===== src/rtl/phi2_pkg.sv =====
// Package with register addresses, reset values and the Phi_2 constants.
package phi2_pkg;

    // Default field width of the modulus.
    localparam int unsigned MODULUS_WIDTH_DEF = 64;

    // Configuration port.
    localparam int unsigned ADDR_BITS = 4;
    localparam logic [ADDR_BITS-1:0] ADDR_PRIME  = 4'h0;
    localparam logic [ADDR_BITS-1:0] ADDR_NONRES = 4'h8;

    // Register reset values before masking to the modulus width.
    localparam logic [63:0] RESET_PRIME  = 64'd2305843009213693951;
    localparam logic [63:0] RESET_NONRES = 64'd2305843009213693950;

    // Integer constants of the specialized modular polynomial.
    localparam int unsigned CONST_BITS = 48;
    localparam logic [CONST_BITS-1:0] K_1488      = 48'd1488;
    localparam logic [CONST_BITS-1:0] K_162000    = 48'd162000;
    localparam logic [CONST_BITS-1:0] K_40773375  = 48'd40773375;
    localparam logic [CONST_BITS-1:0] K_8748E6    = 48'd8748000000;
    localparam logic [CONST_BITS-1:0] K_157464E9  = 48'd157464000000000;

endpackage


===== src/rtl/phi2_dly.sv =====
// Stallable delay line that keeps operands aligned with the multiplier stages.
module phi2_dly import phi2_pkg::*; #(
    parameter int unsigned DW    = MODULUS_WIDTH_DEF,
    parameter int unsigned DEPTH = 1
) (
    input  logic          i_clk,
    input  logic          i_en,
    input  logic [DW-1:0] i_d,
    output logic [DW-1:0] o_d
);

    logic [DW-1:0] r_d [DEPTH];

    // Shift one place on every pipeline advance.
    always_ff @(posedge i_clk) begin
        if (i_en) begin
            r_d[0] <= i_d;
            for (int k = 1; k < DEPTH; k++) begin
                r_d[k] <= r_d[k-1];
            end
        end
    end

    assign o_d = r_d[DEPTH-1];

endmodule


===== config.mk =====
export PLATFORM = sky130hd
export DESIGN_NAME = phi2_dly
export DESIGN_NICKNAME = d
export VERILOG_FILES = /design/src/rtl/phi2_pkg.sv /design/src/rtl/phi2_dly.sv
export SDC_FILE = /design/constraint.sdc
export NUM_CORES = 1
export LEC_CHECK = 0
export BUFFER_PORTS_ARGS = -buffer_cell sky130_fd_sc_hd__buf_4
export CAP_MARGIN = 40
export CORE_MARGIN = 8
export CORE_UTILIZATION = 36
export DETAILED_ROUTE_END_ITERATION = 8
export GPL_ROUTABILITY_DRIVEN = 0
export PLACE_DENSITY_LB_ADDON = 0.3
export SLEW_MARGIN = 20
export SYNTH_ARGS = -nofsm -noshare
export SYNTH_HDL_FRONTEND = slang
export SYNTH_SLANG_ARGS = --single-unit

===== constraint.sdc =====
create_clock -name i_clk -period 0.8 [get_ports i_clk]
set_input_delay 0.2 -clock i_clk [delete_from_list [all_inputs] [get_ports i_clk]]
set_output_delay 0.2 -clock i_clk [all_outputs]
set_load 0.005 [all_outputs]

==> metrics.md, run 1 <==
| Metric | Value |
|---|---|
| CP max stage delay | `0.41 ns` |
| Crit path kind | `reg2out` |
| Worst path depth | `1` |
| Met2 wire length | `2670 um` |
| Number of global-route vias before repair | `1324` |
| Post-route cell area | `3280 um^2` |
| Placed Area | `3020 um^2` |
| Slowest CP cell | `edfxtp_1` |
| F_max | `936 MHz` |
| Top Registers | `r_d (64)` |
| Grt total ovfl | `0` |
| Vias per cell | `4.25` |
| Slew headroom | `87.8%` |
| VDD IR max | `1.30 mV` |
| Die Span X | `89.1 um` |
| Hold Crit Class | `in2reg` |
| Setup crit end kind | `primary output` |
| CORE AREA | `5140 um^2` |
| Buf/Inv on CP | `1` |
| IO Count | `130` |
| Fin. Hold Viols | `0` |
| P_int | `5950 uW` |
| Final #Nets | `272` |
| Total wire length | `4970 um` |
| Post-Syn Instances | `64` |
| CTS tree | `yes` |
| Cts hold-fix bufs | `0` |
| Crit path max fanout | `1` |
| Met3 wire length | `688 um` |
| Syn_nets | `130` |
| CP cell instances | `buf_6` |
| Ant diodes | `0` |
| Die Height | `89.1 um` |
| Routed Antenna Nets | `0` |
| Tcrit/Tclk final | `134%` |
| Avg WL per Cell | `17.7 um` |
| Maxcap violations | `0` |
| Critical Path Start Type | `flop` |
| First-pass DRT Iterations | `4` |
| Switching share of total power | `19.4%` |
| Clock power frac | `33.8%` |
| Number of synthesized register bits | `64` |
| Switching pwr | `1430 uW` |
| Synthesized cell area | `1920 um^2` |
| Crit path time final | `1.07 ns` |
| Top Metal Used | `met4` |
| Total track usage | `12.3%` |
| CTS Root Cell | `clkbuf_8` |
| CP startpoint | `r_d[0][31]` |
| Biggest register | `r_d` |
| H-tree Lvls | `3` |
| Clk sink count | `64` |
| Multi-input gates | `0` |
| Final Setup Violations | `64` |
| Power density cells | `2250 nW/um^2` |
| Largest net degree at the start of global routing | `36` |
| Sequential share of the synthesized area | `100%` |
| Layout cells sized above 1 | `67.8%` |
| Worst-Margin Slew | `0.182 ns` |
| Worst hold slack | `0.0514 ns` |
| CP Data Required Time | `0.60 ns` |
| DRT iter0 DRCs | `75` |
| Standard-cell rows | `26` |
| Starting Density | `37.4%` |
| Leak | `0.00138 uW` |
| Fill cells | `399` |
| Die Area | `7930 um^2` |
| Crit path capture | `o_d[31]` |
| CP delay by family, top | `flip-flops` |
| Status | `complete, but fails checks` |
| Area of the multi-input gates | `0 um^2` |
| Initial antenna violation count | `0` |
| Gate power share | `10.9%` |
| Setup Buffers After CTS | `0` |
| Synth cell types | `1` |
| Hold Crit Depth | `1` |
| DRC viols | `0` |
| Reg clk slew, reported paths | `0.07 ns` |
| Synth-to-layout area growth | `70.4%` |
| Arrival @ worst endpoint | `0.87 ns` |
| CTS Buf Count | `9` |
| Final WS setup | `-0.269 ns` |
| Syn_area_per_cell | `30.0 um^2` |
| Failing checks | `negative setup slack` |
| Sequential share of power | `55.2%` |
| Clock buffer depth | `2` |
| First-pass GRT wire length | `6790 um` |
| Wl on met1 | `1540 um` |
| Synth warn | `0` |
| Slew Limit Fails | `0` |
| RSZ-0062 raised after global routing | `true` |
| Max FFs per register | `64` |
| HP Start | `i_d[56]` |
| Via Count | `1193` |
| PortBufs | `129` |
[area by class of cell]
cell class | instances | area [um^2] | share of cell area (%)
flip-flops and latches | 64 | 1920 | 58.7
repair buffers | 131 | 1090 | 33.2
clock buffers | 11 | 131 | 4.01
well taps | 70 | 87.6 | 2.67
clock inverters | 5 | 47.5 | 1.45
[metrics by stage]
step / total power, uW / instances / setup WS (ns) / util, % / setup TNS [ns]
after floorplan: 4160 / 64 / 0.245 / - / 0
after global placement: 4880 / 265 / -0.0370 / 58.7 / -1.59
after detailed placement: 4910 / 265 / -0.0522 / 58.7 / -2.56
after CTS: 7430 / 281 / -0.276 / 62.6 / -15.87
after global routing: 7690 / 281 / -0.313 / 63.7 / -17.59
final: 7390 / 281 / -0.269 / 63.7 / -14.70
[routing by layer]
metal	global-route usage, %	vias to the layer above
li1	-	547
met1	10.9	562
met2	21.2	76
met3	7.17	8
met4	6.80	0
met5	0	-
[how the worst min path moves through the flow]
stage | end | slack [ns]
5_1_grt | r_d[0][26] | 0.02
3_3_place_gp | r_d[0][45] | 0.38
3_5_place_dp | r_d[0][13] | 0.38
6_report | r_d[0][56] | 0.05
2_1_floorplan | r_d[0][0] | 0.30
4_1_cts | r_d[0][50] | 0.04
[layout by cell type (no fill, tap or decap)]
master,n
bufinv_16,1
edfxtp_1,64
clkinv_1,2
clkbuf_1,2
clkbuf_8,9
buf_12,2
clkinv_2,2
buf_6,21
buf_4,108
[repair_timing]
action / CTS / global route
endpoints found under the hold margin: 0 / 0
endpoints found under the setup margin: 64 / 64
resized for setup: 5 / 16
[power groups by stage]
stage / Combinational (uW) / Clock, uW / Sequential (uW)
after global routing: 864 / 2730 / 4100
final: 808 / 2500 / 4080
after CTS: 792 / 2570 / 4070
after global placement: 761 / 0 / 4120
after floorplan: 0 / 0 / 4160
after detailed placement: 779 / 0 / 4130
[synth_stat cells]
| library cell | count | area share [%] |
|---|---|---|
| edfxtp_1 | 64 | 100 |
[logic make-up after synthesis]
logic type  Yosys count  share of synthesized area (%)
flip-flops           64                            100
Note: power is estimated with default switching activity, not from simulation.
==> inputs of run 2 (changes only) <==
--- a/config.mk
+++ b/config.mk
@@ -11,7 +11,8 @@
 export CORE_UTILIZATION = 36
 export DETAILED_ROUTE_END_ITERATION = 8
 export GPL_ROUTABILITY_DRIVEN = 0
-export PLACE_DENSITY_LB_ADDON = 0.3
+export PLACE_DENSITY = 0.74
+export REMOVE_ABC_BUFFERS = 1
 export SLEW_MARGIN = 20
 export SYNTH_ARGS = -nofsm -noshare
 export SYNTH_HDL_FRONTEND = slang
==> metrics.md, run 2 (same netlist as run 1, synthesis figures left out) <==
| Metric | Value |
|---|---|
| Setup Buffers After CTS | `0` |
| Initial antenna violation count | `0` |
| Final WS setup | `-0.258 ns` |
| Crit path time final | `1.06 ns` |
| Number of global-route vias before repair | `1291` |
| Starting Density | `37.4%` |
| Hold Path End | `r_d[0][12]` |
| Worst-Margin Slew | `0.157 ns` |
| Clock buffer depth | `2` |
| Total track usage | `11.9%` |
| Die Area | `7930 um^2` |
| Setup crit end kind | `primary output` |
| Clk sink count | `64` |
| Most common cell after layout, fill and taps aside | `buf_4` |
| CP Data Required Time | `0.60 ns` |
| Cts hold-fix bufs | `0` |
| Status | `complete, but fails checks` |
| Largest net degree at the start of global routing | `30` |
| Slew Limit Fails | `0` |
| Placed Area | `3030 um^2` |
| Most frequent cells in the layout | `buf_4, edfxtp_1, buf_6` |
| Fin. Hold Viols | `0` |
| H-tree Lvls | `3` |
| IO Count | `130` |
| Final #Nets | `273` |
| Critical Path Start Type | `flop` |
| Ant diodes | `0` |
| Standard-cell rows | `26` |
| Hold Crit Class | `in2reg` |
| Setup TNS | `-14.51 ns` |
| Max FFs per register | `64` |
| Total wire length | `4730 um` |
| Synth-to-layout area growth | `71.1%` |
| Multi-input gates | `0` |
| Pre-CTS setup slack | `-0.0337 ns` |
| CTS Buf Count | `9` |
| RSZ-0062 raised after global routing | `true` |
| HP Start | `i_d[12]` |
| Arrival @ worst endpoint | `0.86 ns` |
| Tcrit/Tclk final | `132%` |
| Die Height | `89.1 um` |
| Vias per cell | `4.18` |
| Routed Antenna Nets | `0` |
| VDD IR max | `1.53 mV` |
| Hold Crit Depth | `1` |
| Grt total ovfl | `0` |
| Fin util | `64.0%` |
| Crit path kind | `reg2out` |
| CTS tree | `yes` |
| Final Power | `7380 uW` |
| Die Span X | `89.1 um` |
| Biggest register | `r_d` |
| CP max stage delay | `0.40 ns` |
| F_max | `946 MHz` |
| CORE AREA | `5140 um^2` |
| Crit path max fanout | `1` |
| PortBufs | `129` |
| Final Setup Violations | `64` |
| DRC viols | `0` |
| Power density cells | `2250 nW/um^2` |
| Post-route cell area | `3290 um^2` |
| Avg WL per Cell | `16.8 um` |
| Area of the multi-input gates | `0 um^2` |
| Failing checks | `negative setup slack` |
| CP delay by family, top | `flip-flops` |
| First-pass GRT wire length | `6490 um` |
| CTS resizes | `7` |
| Leak | `0.00139 uW` |
| Reg clk slew, reported paths | `0.06 ns` |
| Slowest CP cell | `edfxtp_1` |
| DRT iter0 DRCs | `29` |
| Via Count | `1174` |
| CP cell instances | `buf_6` |
| CTS Root Cell | `clkbuf_8` |
| Slew headroom | `89.5%` |
| Maxcap violations | `0` |
| Layout cells sized above 1 | `68.7%` |
| Buf/Inv on CP | `1` |
| Top Registers | `r_d (64)` |
| First-pass DRT Iterations | `2` |
-- run 2: changes by cell type in the layout (fill, tap and decap cells not counted) --
| cell | previous run | this run |
|---|---|---|
| clkinv_2 | 2 | 3 |
| clkinv_1 | 2 | 1 |
| buf_6 | 21 | 23 |
| buf_4 | 108 | 107 |
| clkbuf_1 | 2 | 1 |
-- run 2: layout make-up --
class	instances	area [um^2]
sequential	64	1920
fill	403	1850
timing repair buffer	132	1100
clock buffer	10	128
tap	70	87.6
clock inverter	5	48.8
-- run 2: metrics by stage --
stage | hold slack [ns] | std cells
floorplan | 0.299 | 64
global placement | 0.378 | 266
detailed placement | 0.379 | 266
CTS | 0.0268 | 281
global route | 0.0199 | 281
finish | 0.0486 | 281
-- run 2: per-layer routing --
layer / part of all wire [%] / global-route usage (%)
met5: 0 / 0
met4: 0.93 / 4.53
met3: 19 / 10.5
met2: 48 / 19.2
met1: 31 / 10.2
-- run 2: worst max path at each step --
stage	start	to	slack, ns	cells after the start
final	r_d[0][21]	o_d[21]	-0.26	1
after global routing	r_d[0][21]	o_d[21]	-0.31	1
after CTS	r_d[0][21]	o_d[21]	-0.28	1
after detailed placement	i_en	r_d[0][34]	-0.03	2
after global placement	i_en	r_d[0][34]	-0.03	2
after floorplan	r_d[0][0]	o_d[0]	0.24	0
-- run 2: report_power, final --
group / switching, uW / leakage [uW] / internal [uW] / total (uW)
registers: 82.8 / 0.000626 / 3990 / 4070
clock network: 1100 / 0.0000933 / 1390 / 2500
logic: 255 / 0.000672 / 562 / 817
total: 1440 / 0.00139 / 5940 / 7380
